<file path="src/rtl/itrt_pkg.sv">
// ---------------------------------------------------------------------------
// itrt_pkg
// types, character codes and helpers for the radix text converter
// ---------------------------------------------------------------------------
package itrt_pkg;

   typedef enum logic [1:0] {
      BASE_BIN = 2'd0,
      BASE_OCT = 2'd1,
      BASE_DEC = 2'd2,
      BASE_HEX = 2'd3
   } base_type;

   localparam logic [7:0] CHAR_MINUS      = 8'h2d;
   localparam logic [7:0] CHAR_ZERO       = 8'h30;
   localparam logic [7:0] CHAR_LOWER_B    = 8'h62;
   localparam logic [7:0] CHAR_LOWER_X    = 8'h78;
   localparam logic [7:0] CHAR_ALPHA_BASE = 8'h57;

   localparam logic [3:0] DEC_LIMIT   = 4'd9;
   localparam logic [3:0] DABBLE_MIN  = 4'd5;
   localparam logic [3:0] DABBLE_ADD  = 4'd3;

   typedef struct packed {
      logic     load;
      logic     dabble;
      logic     shift;
      base_type base;
   } dig_cmd_type;

   typedef struct packed {
      logic       valid;
      logic [7:0] code;
      logic       last;
   } char_beat_type;

   function automatic logic [7:0] digit_char(input logic [3:0] d);
      if (d <= DEC_LIMIT) begin
         return CHAR_ZERO + {4'd0, d};
      end else begin
         return CHAR_ALPHA_BASE + {4'd0, d};
      end
   endfunction

endpackage

</file>
<file path="src/rtl/itrt_digits.sv">
// ---------------------------------------------------------------------------
// itrt_digits
// digit shift register: loads radix digits, runs shift-and-add-3 for
// decimal one bit per cycle, and shifts digits out from the top
// ---------------------------------------------------------------------------
module itrt_digits
   import itrt_pkg::*;
#(
   parameter int VALUE_BITS = 64
) (
   input  logic                  clock,
   input  logic [VALUE_BITS-1:0] magnitude,
   input  dig_cmd_type           cmd,
   output logic [3:0]            top_digit
);

   localparam int ND_OCT   = (VALUE_BITS + 2) / 3;
   localparam int ND_HEX   = (VALUE_BITS + 3) / 4;
   localparam int ND_DEC   = (VALUE_BITS * 30103) / 100000 + 1;
   localparam int OFF_OCT  = VALUE_BITS - ND_OCT;
   localparam int OFF_HEX  = VALUE_BITS - ND_HEX;
   localparam int OFF_DEC  = VALUE_BITS - ND_DEC;
   localparam int PAD_BITS = VALUE_BITS + 3;

   logic [3:0]            dig_ff  [VALUE_BITS];
   logic [3:0]            dig_in  [VALUE_BITS];
   logic [3:0]            oct_dig [VALUE_BITS];
   logic [3:0]            hex_dig [VALUE_BITS];
   logic [3:0]            dab_adj [ND_DEC];
   logic [3:0]            dab_dig [ND_DEC];
   logic [VALUE_BITS-1:0] val_ff;
   logic [VALUE_BITS-1:0] val_in;
   logic [PAD_BITS-1:0]   pad;

   assign pad = {3'b000, magnitude};

   for (genvar i = 0; i < VALUE_BITS; i++) begin : g_load
      if (i >= OFF_OCT) begin : g_oct
         assign oct_dig[i] = {1'b0, pad[3*(i-OFF_OCT)+2 -: 3]};
      end else begin : g_oct_pad
         assign oct_dig[i] = 4'd0;
      end
      if (i >= OFF_HEX) begin : g_hex
         assign hex_dig[i] = pad[4*(i-OFF_HEX)+3 -: 4];
      end else begin : g_hex_pad
         assign hex_dig[i] = 4'd0;
      end
   end

   for (genvar k = 0; k < ND_DEC; k++) begin : g_dabble
      assign dab_adj[k] = (dig_ff[OFF_DEC+k] >= DABBLE_MIN) ?
                          dig_ff[OFF_DEC+k] + DABBLE_ADD : dig_ff[OFF_DEC+k];
      if (k == 0) begin : g_low
         assign dab_dig[k] = {dab_adj[k][2:0], val_ff[VALUE_BITS-1]};
      end else begin : g_up
         assign dab_dig[k] = {dab_adj[k][2:0], dab_adj[k-1][3]};
      end
   end

   always_comb begin
      val_in = val_ff;
      for (int i = 0; i < VALUE_BITS; i++) begin
         dig_in[i] = dig_ff[i];
      end
      priority if (cmd.load) begin
         val_in = magnitude;
         unique case (cmd.base)
            BASE_BIN: begin
               for (int i = 0; i < VALUE_BITS; i++) begin
                  dig_in[i] = {3'd0, magnitude[i]};
               end
            end
            BASE_OCT: begin
               for (int i = 0; i < VALUE_BITS; i++) begin
                  dig_in[i] = oct_dig[i];
               end
            end
            BASE_DEC: begin
               for (int i = 0; i < VALUE_BITS; i++) begin
                  dig_in[i] = 4'd0;
               end
            end
            BASE_HEX: begin
               for (int i = 0; i < VALUE_BITS; i++) begin
                  dig_in[i] = hex_dig[i];
               end
            end
            default: begin
               for (int i = 0; i < VALUE_BITS; i++) begin
                  dig_in[i] = 4'd0;
               end
            end
         endcase
      end else if (cmd.dabble) begin
         val_in = {val_ff[VALUE_BITS-2:0], 1'b0};
         for (int k = 0; k < ND_DEC; k++) begin
            dig_in[OFF_DEC+k] = dab_dig[k];
         end
      end else if (cmd.shift) begin
         dig_in[0] = 4'd0;
         for (int i = 1; i < VALUE_BITS; i++) begin
            dig_in[i] = dig_ff[i-1];
         end
      end else begin
         val_in = val_ff;
      end
   end

   always_ff @(posedge clock) begin
      val_ff <= val_in;
      for (int i = 0; i < VALUE_BITS; i++) begin
         dig_ff[i] <= dig_in[i];
      end
   end

   assign top_digit = dig_ff[VALUE_BITS-1];

endmodule

</file>
<file path="src/rtl/itrt_pack.sv">
// ---------------------------------------------------------------------------
// itrt_pack
// pairs the character stream into result beats with a registered output
// ---------------------------------------------------------------------------
module itrt_pack
   import itrt_pkg::*;
(
   input  logic          clock,
   input  logic          reset,
   input  char_beat_type beat,
   output logic          rsp_valid,
   output logic [7:0]    rsp_char_first,
   output logic [7:0]    rsp_char_second,
   output logic          rsp_second_valid,
   output logic          rsp_last
);

   logic       pend_ff;
   logic       pend_in;
   logic [7:0] pend_char_ff;
   logic [7:0] pend_char_in;
   logic       valid_ff;
   logic       valid_in;
   logic [7:0] first_ff;
   logic [7:0] first_in;
   logic [7:0] second_ff;
   logic [7:0] second_in;
   logic       sec_valid_ff;
   logic       sec_valid_in;
   logic       last_ff;
   logic       last_in;

   always_comb begin
      pend_in      = pend_ff;
      pend_char_in = pend_char_ff;
      valid_in     = 1'b0;
      first_in     = first_ff;
      second_in    = second_ff;
      sec_valid_in = sec_valid_ff;
      last_in      = last_ff;
      if (beat.valid) begin
         priority if (pend_ff) begin
            valid_in     = 1'b1;
            first_in     = pend_char_ff;
            second_in    = beat.code;
            sec_valid_in = 1'b1;
            last_in      = beat.last;
            pend_in      = 1'b0;
         end else if (beat.last) begin
            valid_in     = 1'b1;
            first_in     = beat.code;
            second_in    = 8'd0;
            sec_valid_in = 1'b0;
            last_in      = 1'b1;
         end else begin
            pend_in      = 1'b1;
            pend_char_in = beat.code;
         end
      end
   end

   always_ff @(posedge clock) begin
      if (reset) begin
         pend_ff  <= 1'b0;
         valid_ff <= 1'b0;
      end else begin
         pend_ff  <= pend_in;
         valid_ff <= valid_in;
      end
      pend_char_ff <= pend_char_in;
      first_ff     <= first_in;
      second_ff    <= second_in;
      sec_valid_ff <= sec_valid_in;
      last_ff      <= last_in;
   end

   assign rsp_valid        = valid_ff;
   assign rsp_char_first   = first_ff;
   assign rsp_char_second  = second_ff;
   assign rsp_second_valid = sec_valid_ff;
   assign rsp_last         = last_ff;

endmodule

</file>
<file path="src/rtl/integer_to_radix_text_core.sv">
// ---------------------------------------------------------------------------
// integer_to_radix_text_core
// Prints an unsigned magnitude with an optional minus sign as ASCII text in
// binary ("0b"), octal ("0"), decimal or lower-case hex ("0x"), most
// significant digit first with no leading zeros, up to two characters per
// result beat. A value is taken when start is high and busy low; busy then
// stays high through the sign, the prefix and every digit position, and for
// decimal through one-bit-per-cycle binary to BCD conversion before the
// digits. Digit positions are VALUE_BITS for binary, ceil(VALUE_BITS/3) for
// octal, ceil(VALUE_BITS/4) for hex and the decimal width of 2^VALUE_BITS-1
// for decimal; the digit shift register steps one position per cycle whether
// it skips a leading zero or prints. Each result beat shows on rsp_valid for
// a single cycle, in the cycle after its second or only character, and
// cannot be held off; the last one shows in the same cycle that busy falls.
// Magnitude bits at and above VALUE_BITS are ignored.
// ---------------------------------------------------------------------------
module integer_to_radix_text_core
   import itrt_pkg::*;
#(
   parameter int VALUE_BITS = 64
) (
   input  logic        clock,
   input  logic        reset,
   input  logic        start,
   output logic        busy,
   input  logic [63:0] req_magnitude,
   input  logic        req_is_negative,
   input  logic [1:0]  req_base_code,
   output logic        rsp_valid,
   output logic [7:0]  rsp_char_first,
   output logic [7:0]  rsp_char_second,
   output logic        rsp_second_valid,
   output logic        rsp_last
);

   localparam int REM_BITS = $clog2(VALUE_BITS + 1);
   localparam int DAB_BITS = $clog2(VALUE_BITS);
   localparam int ND_OCT   = (VALUE_BITS + 2) / 3;
   localparam int ND_HEX   = (VALUE_BITS + 3) / 4;
   localparam int ND_DEC   = (VALUE_BITS * 30103) / 100000 + 1;

   localparam logic [REM_BITS-1:0] REM_BIN  = REM_BITS'(VALUE_BITS);
   localparam logic [REM_BITS-1:0] REM_OCT  = REM_BITS'(ND_OCT);
   localparam logic [REM_BITS-1:0] REM_DEC  = REM_BITS'(ND_DEC);
   localparam logic [REM_BITS-1:0] REM_HEX  = REM_BITS'(ND_HEX);
   localparam logic [REM_BITS-1:0] REM_ONE  = REM_BITS'(1);
   localparam logic [DAB_BITS-1:0] DAB_LAST = DAB_BITS'(VALUE_BITS - 1);
   localparam logic [DAB_BITS-1:0] DAB_ZERO = '0;

   typedef enum logic [2:0] {
      ST_IDLE,
      ST_SIGN,
      ST_PFX_ZERO,
      ST_PFX_LETTER,
      ST_DABBLE,
      ST_DIGIT
   } state_type;

   state_type           state_ff;
   state_type           state_in;
   base_type            base_ff;
   base_type            base_in;
   base_type            req_base;
   logic                lead_ff;
   logic                lead_in;
   logic [REM_BITS-1:0] rem_ff;
   logic [REM_BITS-1:0] rem_in;
   logic [DAB_BITS-1:0] dab_cnt_ff;
   logic [DAB_BITS-1:0] dab_cnt_in;
   dig_cmd_type         cmd;
   char_beat_type       beat;
   logic [3:0]          top_digit;

   assign req_base = base_type'(req_base_code);

   always_comb begin
      state_in   = state_ff;
      base_in    = base_ff;
      lead_in    = lead_ff;
      rem_in     = rem_ff;
      dab_cnt_in = dab_cnt_ff;
      cmd        = '0;
      cmd.base   = req_base;
      beat       = '0;
      unique case (state_ff)
         ST_IDLE: begin
            if (start) begin
               cmd.load   = 1'b1;
               base_in    = req_base;
               lead_in    = 1'b1;
               dab_cnt_in = DAB_LAST;
               unique case (req_base)
                  BASE_BIN: rem_in = REM_BIN;
                  BASE_OCT: rem_in = REM_OCT;
                  BASE_DEC: rem_in = REM_DEC;
                  BASE_HEX: rem_in = REM_HEX;
                  default:  rem_in = REM_BIN;
               endcase
               priority if (req_is_negative) begin
                  state_in = ST_SIGN;
               end else if (req_base == BASE_DEC) begin
                  state_in = ST_DABBLE;
               end else begin
                  state_in = ST_PFX_ZERO;
               end
            end
         end
         ST_SIGN: begin
            beat.valid = 1'b1;
            beat.code  = CHAR_MINUS;
            state_in   = (base_ff == BASE_DEC) ? ST_DABBLE : ST_PFX_ZERO;
         end
         ST_PFX_ZERO: begin
            beat.valid = 1'b1;
            beat.code  = CHAR_ZERO;
            state_in   = (base_ff == BASE_OCT) ? ST_DIGIT : ST_PFX_LETTER;
         end
         ST_PFX_LETTER: begin
            beat.valid = 1'b1;
            beat.code  = (base_ff == BASE_BIN) ? CHAR_LOWER_B : CHAR_LOWER_X;
            state_in   = ST_DIGIT;
         end
         ST_DABBLE: begin
            cmd.dabble = 1'b1;
            if (dab_cnt_ff == DAB_ZERO) begin
               state_in = ST_DIGIT;
            end else begin
               dab_cnt_in = dab_cnt_ff - 1'b1;
            end
         end
         ST_DIGIT: begin
            cmd.shift = 1'b1;
            rem_in    = rem_ff - 1'b1;
            if (!(lead_ff && top_digit == 4'd0 && rem_ff != REM_ONE)) begin
               beat.valid = 1'b1;
               beat.code  = digit_char(top_digit);
               beat.last  = (rem_ff == REM_ONE);
               lead_in    = 1'b0;
               if (rem_ff == REM_ONE) begin
                  state_in = ST_IDLE;
               end
            end
         end
         default: begin
            state_in = ST_IDLE;
         end
      endcase
   end

   always_ff @(posedge clock) begin
      if (reset) begin
         state_ff <= ST_IDLE;
      end else begin
         state_ff <= state_in;
      end
      base_ff    <= base_in;
      lead_ff    <= lead_in;
      rem_ff     <= rem_in;
      dab_cnt_ff <= dab_cnt_in;
   end

   assign busy = (state_ff != ST_IDLE);

   itrt_digits #(
      .VALUE_BITS(VALUE_BITS)
   ) u_digits (
      .clock     (clock),
      .magnitude (req_magnitude[VALUE_BITS-1:0]),
      .cmd       (cmd),
      .top_digit (top_digit)
   );

   itrt_pack u_pack (
      .clock            (clock),
      .reset            (reset),
      .beat             (beat),
      .rsp_valid        (rsp_valid),
      .rsp_char_first   (rsp_char_first),
      .rsp_char_second  (rsp_char_second),
      .rsp_second_valid (rsp_second_valid),
      .rsp_last         (rsp_last)
   );

endmodule

</file>
<file path="config.mk">
export PLATFORM = sky130hd
export DESIGN_NAME = integer_to_radix_text_core
export DESIGN_NICKNAME = d
export VERILOG_FILES = /design/src/rtl/itrt_pkg.sv /design/src/rtl/itrt_digits.sv /design/src/rtl/itrt_pack.sv /design/src/rtl/integer_to_radix_text_core.sv
export SDC_FILE = /design/constraint.sdc
export NUM_CORES = 1
export LEC_CHECK = 0
export ABC_AREA = 0
export BUFFER_PORTS_ARGS = -buffer_cell sky130_fd_sc_hd__buf_2
export CORE_UTILIZATION = 60
export DETAILED_ROUTE_END_ITERATION = 16
export PLACE_DENSITY_LB_ADDON = 0.3
export SLEW_MARGIN = 20
export SYNTH_ARGS = -nofsm -noshare
export SYNTH_HDL_FRONTEND = slang
export SYNTH_SLANG_ARGS = --single-unit
</file>
<file path="constraint.sdc">
create_clock -name clock -period 11.2 [get_ports clock]
set_input_delay 2.24 -clock clock [delete_from_list [all_inputs] [get_ports clock]]
set_output_delay 2.24 -clock clock [all_outputs]
set_load 0.02 [all_outputs]
</file>
==> results.sh, run 1 <==
export IMPL_dp_hpwl_um=20700
export IMPL_fin_skew_ns=0.0138
export IMPL_syn_area_per_cell_sq_um=10.1
export IMPL_layout_nets=1453
export IMPL_async_flop_share_pct=0
export IMPL_synth_top_family_by_area="simple AND/OR/NAND/NOR gates"
export IMPL_yosys_area_top_type="edfxtp_1"
export IMPL_placed_area_sq_um=13500
export IMPL_final_min_clock_period_ns=4.93
export IMPL_gp_congestion=0.863
export IMPL_worst_setup_path_type="in -> reg"
export IMPL_die_height_um=149
export IMPL_ys_ff_latch=236
export IMPL_rows=53
export IMPL_area_growth_syn_to_layout_pct=10.7
export IMPL_peakVddDrop_mv=0.153
export IMPL_worst_path_max_fanout=71
export IMPL_wl_per_cell_um=19.9
export IMPL_cts_buffers=26
export IMPL_synth_main_ff_cell="edfxtp_1"
export IMPL_antenna_found_initial=0
export IMPL_setup_violations=0
export IMPL_critical_path_endpoint="u_digits.dig_ff[27][5]"
export IMPL_portBuffers=87
export IMPL_die_x_um=149
export IMPL_arrival_ns=5.28
export IMPL_worstPathRequired_ns=11.55
export IMPL_powerDensity_nw_per_um2=304
export IMPL_timing_rr_start="state_ff[0]"
export IMPL_synth_area_leaders="edfxtp_1 53%, nand2_1 10%, ha_1 4.7%"
export IMPL_cts_tree="yes"
export IMPL_slew_headroom_pct=26.1
export IMPL_r2r_cells=6
export IMPL_yosysTopAreaCellShare_pct=52.6
export IMPL_design_area_sq_um=14400
export IMPL_status="completed"
export IMPL_cts_hold_fix_buffers=0
export IMPL_synthAdderAreaFrac_pct=4.73
export IMPL_wirelength_um=32500
export IMPL_clk_latency_ns=0.53
export IMPL_worst_slew_pin_slew_ns=1.11
export IMPL_drt_iter0_drc=1382
export IMPL_drive_gt1_share_pct=12.9
export IMPL_slew_viol_final=0
export IMPL_cpMaxStageDelayCell="or4b_4"
export IMPL_initial_core_util_pct=61.5
export IMPL_syn_area_sq_um=13000
export IMPL_setup_tns_final_ns=0
export IMPL_grt_pass1_wl_um=50900
export IMPL_timing_fmax_mhz=203
export IMPL_cts_htree_levels=1
export IMPL_clockBufferDepth=3
export IMPL_postCtsResizedCells=0
export IMPL_synthMuxAreaShare_pct=2.33
export IMPL_synthCells=1287
export IMPL_clock_sinks=236
export IMPL_grt_met1_usage_pct=41.1
export IMPL_path_depth=7
export IMPL_synth_simple_gate_area_share_pct=17.3
export IMPL_cp_top_family="simple AND/OR/NAND/NOR gates"
export IMPL_worstPathBufferInverterCount=3
export IMPL_use_met2_pct=46.0
export IMPL_grt_ovfl_total=0
export IMPL_yosys_cell_types_count=61
export IMPL_holdCritPathClass="reg -> reg"
export IMPL_grt_use_met3_pct=5.32
export IMPL_crit_path_end_kind="flop"
export IMPL_fin_crit_sh_pct=44.1
export IMPL_grt_pass1_vias=9531
export IMPL_crit_chain="buf_2, or4b_4, inv_4, and2_1, buf_4, a222oi_1, o21ai_0"
export IMPL_grt_max_degree=84
export IMPL_path_clk_slew_ns=0.06
export IMPL_fillers=1607
export IMPL_drt_pass1_iter_count=8
export IMPL_rsz0062_at_grt="no"
export IMPL_synth_compound_area_share_pct=14.8
export IMPL_r2r_slack_ns=7.43
export IMPL_synth_edff_count=227
export IMPL_drc=0
export IMPL_dieArea_sq_um=22200
export IMPL_seq_area_frac_synth_pct=53.9
export IMPL_boundaryPins=90
export IMPL_post_cts_buffers=0
export IMPL_startpoint_type="input pin"
export IMPL_max_cap_violations=0
export IMPL_max_stage_delay_ns=0.82
export IMPL_yosys_warnings=0
export IMPL_cts_root_buf="clkbuf_16"
export IMPL_finalHoldViolCount=0
export IMPL_startpoint="start"
export IMPL_diodes=0
export IMPL_antenna_left=0
export IMPL_track_usage_pct=29.4
export IMPL_r2r_end="u_digits.dig_ff[27][5]"
export IMPL_synth_xor_xnor_area_share_pct=2.84
export IMPL_busiest_layer="met2"
export IMPL_viasPerCell=6.23
export IMPL_via_count=10200
export IMPL_power_static_leakage_nw=5.72
export IMPL_core_area_sq_um=21100
placed cells by master, fill, tap and decap left out, types with 5 or more instances in the layout:
| cell | netlist | layout |
|---|---|---|
| xnor2_1 | 24 | 24 |
| nor2b_1 | 10 | 10 |
| nor3b_1 | 5 | 5 |
| mux2_2 | 26 | 26 |
| o21ai_1 | 14 | 13 |
| edfxtp_1 | 227 | 227 |
| buf_4 | 8 | 8 |
| and2_1 | 8 | 8 |
| buf_2 | 16 | 87 |
| nor3_1 | 7 | 7 |
| o31ai_1 | 18 | 18 |
| inv_1 | 47 | 46 |
| and3_1 | 6 | 6 |
| nand3_1 | 50 | 50 |
| clkbuf_16 | 0 | 27 |
| a21oi_1 | 55 | 55 |
| a222oi_1 | 22 | 22 |
| nand2b_1 | 24 | 24 |
| a22oi_1 | 54 | 54 |
| a221o_1 | 16 | 16 |
| clkbuf_8 | 0 | 7 |
| dfxtp_1 | 9 | 9 |
| o211ai_1 | 9 | 9 |
| xor2_1 | 18 | 18 |
| o21ai_0 | 69 | 69 |
| nand2_1 | 357 | 355 |
| nor2_1 | 36 | 36 |
| ha_1 | 49 | 48 |
| clkbuf_1 | 45 | 11 |
worst register-to-register path: cells and delay by family, from the launching register on:
family,cells,cell delay [ns]
buffers and inverters,2,1.06
AND/OR/NAND/NOR,2,1.68
AO/OA/AOI/OAI,2,0.32
flip-flops,1,0.53
cell usage after synthesis, drive strengths merged, types with 2 or more instances:
cell,instances
a21boi,4
a21o,3
a21oi,55
a221o,16
a221oi,2
a222oi,22
a22oi,54
a31o,2
a31oi,2
and2,8
and3,6
and3b,2
buf,32
clkbuf,45
clkinv,3
dfxtp,9
edfxtp,227
ha,49
inv,47
mux2,26
nand2,357
nand2b,24
nand3,50
nor2,36
nor2b,10
nor3,7
nor3b,7
o211ai,9
o21a,2
o21ai,83
o21bai,2
o221ai,3
o31ai,18
or2,3
or3,2
xnor2,24
xor2,18
layout make-up:
type	instances	area [sq um]	share of cell area, %
inverters	50	190	1.32
clock buffers	45	813	5.66
multi-input cells	925	5480	38.2
repair buffers	95	495	3.45
well taps	275	344	2.40
flip-flops and latches	236	7000	48.7
clock inverters	3	40.0	0.279
layer usage:
layer  vias up  part of all wire (%)
met1      4811                    41
met3        84                    10
met5         -                     0
li1       4724                     -
met4         0                   3.5
met2       532                    45
kinds of logic after synthesis:
| group | Yosys count |
|---|---|
| AO/OA/AOI/OAI | 286 |
| XOR/XNOR | 42 |
| adder cells (fa/ha/maj) | 49 |
| buffers and inverters | 127 |
| flip-flops | 236 |
| multiplexers | 27 |
| other | 1 |
| AND/OR/NAND/NOR | 519 |
flip-flops by register name, indices dropped and copies added (netlist names):
signal                   flops
u_pack.pend_ff               1
dab_cnt_ff                   6
base_ff                      2
state_ff                     3
lead_ff                      1
u_pack.rsp_second_valid      1
u_digits.dig_ff            128
u_pack.pend_char_ff          7
rem_ff                       7
u_pack.rsp_char_first        7
u_pack.rsp_char_second       7
u_pack.rsp_valid             1
u_digits.val_ff             64
u_pack.rsp_last              1
worst min path at each step:
stage	slack [ns]	start	cells past startpoint	to
finish	0.51	u_digits.dig_ff[18][4]	2	u_digits.dig_ff[19][0]
global route	0.53	u_digits.dig_ff[17][4]	2	u_digits.dig_ff[18][0]
CTS	0.50	u_digits.dig_ff[18][4]	2	u_digits.dig_ff[19][0]
detailed placement	0.49	u_digits.dig_ff[5][0]	2	u_digits.dig_ff[5][4]
global placement	0.49	u_digits.dig_ff[16][4]	2	u_digits.dig_ff[17][0]
floorplan	0.48	u_digits.dig_ff[0][0]	2	u_digits.dig_ff[0][4]
through the flow:
step	util [%]	hold WS (ns)	std cells	worst slack (ns)	total power, W
5_1_grt	68.1	0.526	1629	6.16	0.00465
6_report	68.1	0.506	1629	6.27	0.00437
4_1_cts	68.1	0.501	1629	6.38	0.00436
3_3_place_gp	64.0	0.487	1581	5.93	0.00341
2_1_floorplan	-	0.484	1288	6.09	0.00307
3_5_place_dp	64.0	0.493	1581	5.86	0.00349
where the power goes:
part	internal, W	switching [W]
clock network	0.000512	0.000338
registers	0.00160	0.000275
logic	0.000620	0.00102
(Power assumes the default switching activity.)
==> run 2, diff against run 1 <==
--- a/config.mk
+++ b/config.mk
@@ -7,7 +7,7 @@
 export LEC_CHECK = 0
 export ABC_AREA = 0
 export BUFFER_PORTS_ARGS = -buffer_cell sky130_fd_sc_hd__buf_2
-export CORE_UTILIZATION = 60
+export CORE_UTILIZATION = 55
 export DETAILED_ROUTE_END_ITERATION = 16
 export PLACE_DENSITY_LB_ADDON = 0.3
 export SLEW_MARGIN = 20
==> constraint.sdc (replaced) <==
create_clock -name clock -period 4.04 [get_ports clock]
set_input_delay 0.808 -clock clock [delete_from_list [all_inputs] [get_ports clock]]
set_output_delay 0.808 -clock clock [all_outputs]
set_load 0.02 [all_outputs]
==> run 2 against run 1 <==
Compared with the run above: setup slack got worse by 5.3 ns; utilization fell by 5.0 points; die area rose by 9.0%; critical path depth fell by 3; non-clock buffer count rose by 11; power rose to 2.8 times the previous value; global-route usage fell by 2.5 points; register-to-register slack got worse by 6.5 ns; critical endpoint is now u_digits.dig_ff[11][0].
==> results.sh, run 2 (same netlist as run 1, synthesis figures left out) <==
export IMPL_power_static_leakage_nw=5.76
export IMPL_mostFrequentLayoutCell="nand2_1"
export IMPL_portBuffers=87
export IMPL_antenna_found_initial=0
export IMPL_timing_rr_start="state_ff[2]"
export IMPL_cts_root_buf="clkbuf_16"
export IMPL_fillers=1872
export IMPL_antenna_left=0
export IMPL_placed_area_sq_um=13700
export IMPL_finalHoldViolCount=0
export IMPL_core_area_sq_um=22900
export IMPL_grt_pass1_wl_um=50900
export IMPL_setup_tns_final_ns=0
export IMPL_slew_headroom_pct=35.7
export IMPL_postCtsResizedCells=0
export IMPL_post_cts_buffers=0
export IMPL_drc=0
export IMPL_path_clk_slew_ns=0.06
export IMPL_cts_hold_fix_buffers=0
export IMPL_rsz0062_at_grt="no"
export IMPL_holdCritPathClass="reg -> reg"
export IMPL_peakVddDrop_mv=0.421
export IMPL_startpoint="state_ff[2]"
export IMPL_area_growth_syn_to_layout_pct=11.5
export IMPL_gp_congestion=0.857
export IMPL_drive_gt1_share_pct=13.8
export IMPL_crit_path_end_kind="flop"
export IMPL_fin_total_pwr_w=0.0120
export IMPL_multi_input_area_sq_um=5470
export IMPL_largest_reg_flops=128
export IMPL_status="completed"
export IMPL_r2r_end="u_digits.dig_ff[11][0]"
export IMPL_worstPathRequired_ns=4.27
export IMPL_holdWs_ns=0.511
export IMPL_arrival_ns=3.35
export IMPL_timing_fmax_mhz=320
export IMPL_powerDensity_nw_per_um2=832
export IMPL_layout_nets=1464
export IMPL_dieArea_sq_um=24200
export IMPL_cts_htree_levels=1
export IMPL_mostFrequentLayoutCells="355 x nand2_1, 227 x edfxtp_1, 87 x buf_2"
export IMPL_die_height_um=156
export IMPL_wirelength_um=32400
export IMPL_grt_max_degree=84
export IMPL_worst_setup_path_type="reg -> reg"
export IMPL_via_count=10200
export IMPL_clock_sinks=236
export IMPL_worst_slew_pin_slew_ns=0.957
export IMPL_clk_latency_ns=0.54
export IMPL_final_min_clock_period_ns=3.12
export IMPL_grt_ovfl_total=0
export IMPL_grt_pass1_vias=9386
export IMPL_design_area_sq_um=14500
export IMPL_wl_per_cell_um=19.3
export IMPL_max_cap_violations=0
export IMPL_drt_pass1_iter_count=7
export IMPL_fin_skew_ns=0.0212
export IMPL_track_usage_pct=26.9
export IMPL_viasPerCell=6.07
export IMPL_dp_hpwl_um=21400
export IMPL_slew_viol_final=0
export IMPL_largest_register="u_digits.dig_ff"
export IMPL_boundaryPins=90
export IMPL_r2r_cells=4
export IMPL_drt_iter0_drc=1033
export IMPL_utilization_pct=63.1
export IMPL_die_x_um=156
export IMPL_worstHoldStart="u_digits.dig_ff[16][4]"
export IMPL_cts_buffers=26
export IMPL_fin_crit_sh_pct=77.2
export IMPL_critical_path_endpoint="u_digits.dig_ff[11][0]"
export IMPL_setup_violations=0
export IMPL_cts_tree="yes"
export IMPL_initial_core_util_pct=56.6
export IMPL_reg_top3="u_digits.dig_ff x128, u_digits.val_ff x64"
export IMPL_worst_path_max_fanout=27
export IMPL_startpoint_type="flop"
export IMPL_diodes=0
export IMPL_r2r_slack_ns=0.92
export IMPL_rows=55
export IMPL_clockBufferDepth=3
export IMPL_regArea_sq_um=7000
run 2: cell types whose count changed in the layout (fill, tap and decap cells not counted), sizes merged:
cell,previous run,this run
clkbuf,45,32
buf,95,106
clkinv,4,13
clkinvlp,0,2
run 2: worst min-delay path by stage:
stage,depth (start not counted),end
CTS,2,u_digits.dig_ff[17][0]
floorplan,2,u_digits.dig_ff[0][4]
detailed placement,2,u_digits.dig_ff[17][0]
finish,2,u_digits.dig_ff[17][0]
global route,1,base_ff[0]
global placement,2,u_digits.dig_ff[18][0]
run 2: layout make-up:
type	count	share of cell area, %
flip-flops and latches	236	48.4
multi-input cells	925	37.8
clock buffers	32	4.94
repair buffers	106	4.17
well taps	313	2.71
inverters	50	1.31
clock inverters	14	0.666
run 2: report_power, final:
part	total, W	internal (W)	leakage (nW)	switching, W
clock	0.00226	0.00131	0.401	0.000954
combinational	0.00460	0.00177	3.09	0.00282
sequential	0.00517	0.00443	2.27	0.000743
total	0.0120	0.00751	5.76	0.00452
run 2: layer usage:
layer	vias to the layer above	track usage, %	wire length [um]
met3	58	4.75	3030
met2	499	42.9	15000
li1	4751	-	-
met4	0	8.59	838
met1	4862	37.6	13500
met5	-	0	0
run 2: critical path: stages, from the launching register on:
cell      delay, ns
dfxtp_1        0.71
and3b_1        0.62
clkinv_1       0.55
nand2_2        0.66
buf_12         0.27
run 2: metrics by stage:
stage / instances / setup WS [ns]
floorplan: 1288 / 0.365
detailed placement: 1630 / 0.965
global route: 1676 / 0.748
global placement: 1630 / 1.01
finish: 1676 / 0.920
CTS: 1676 / 0.981
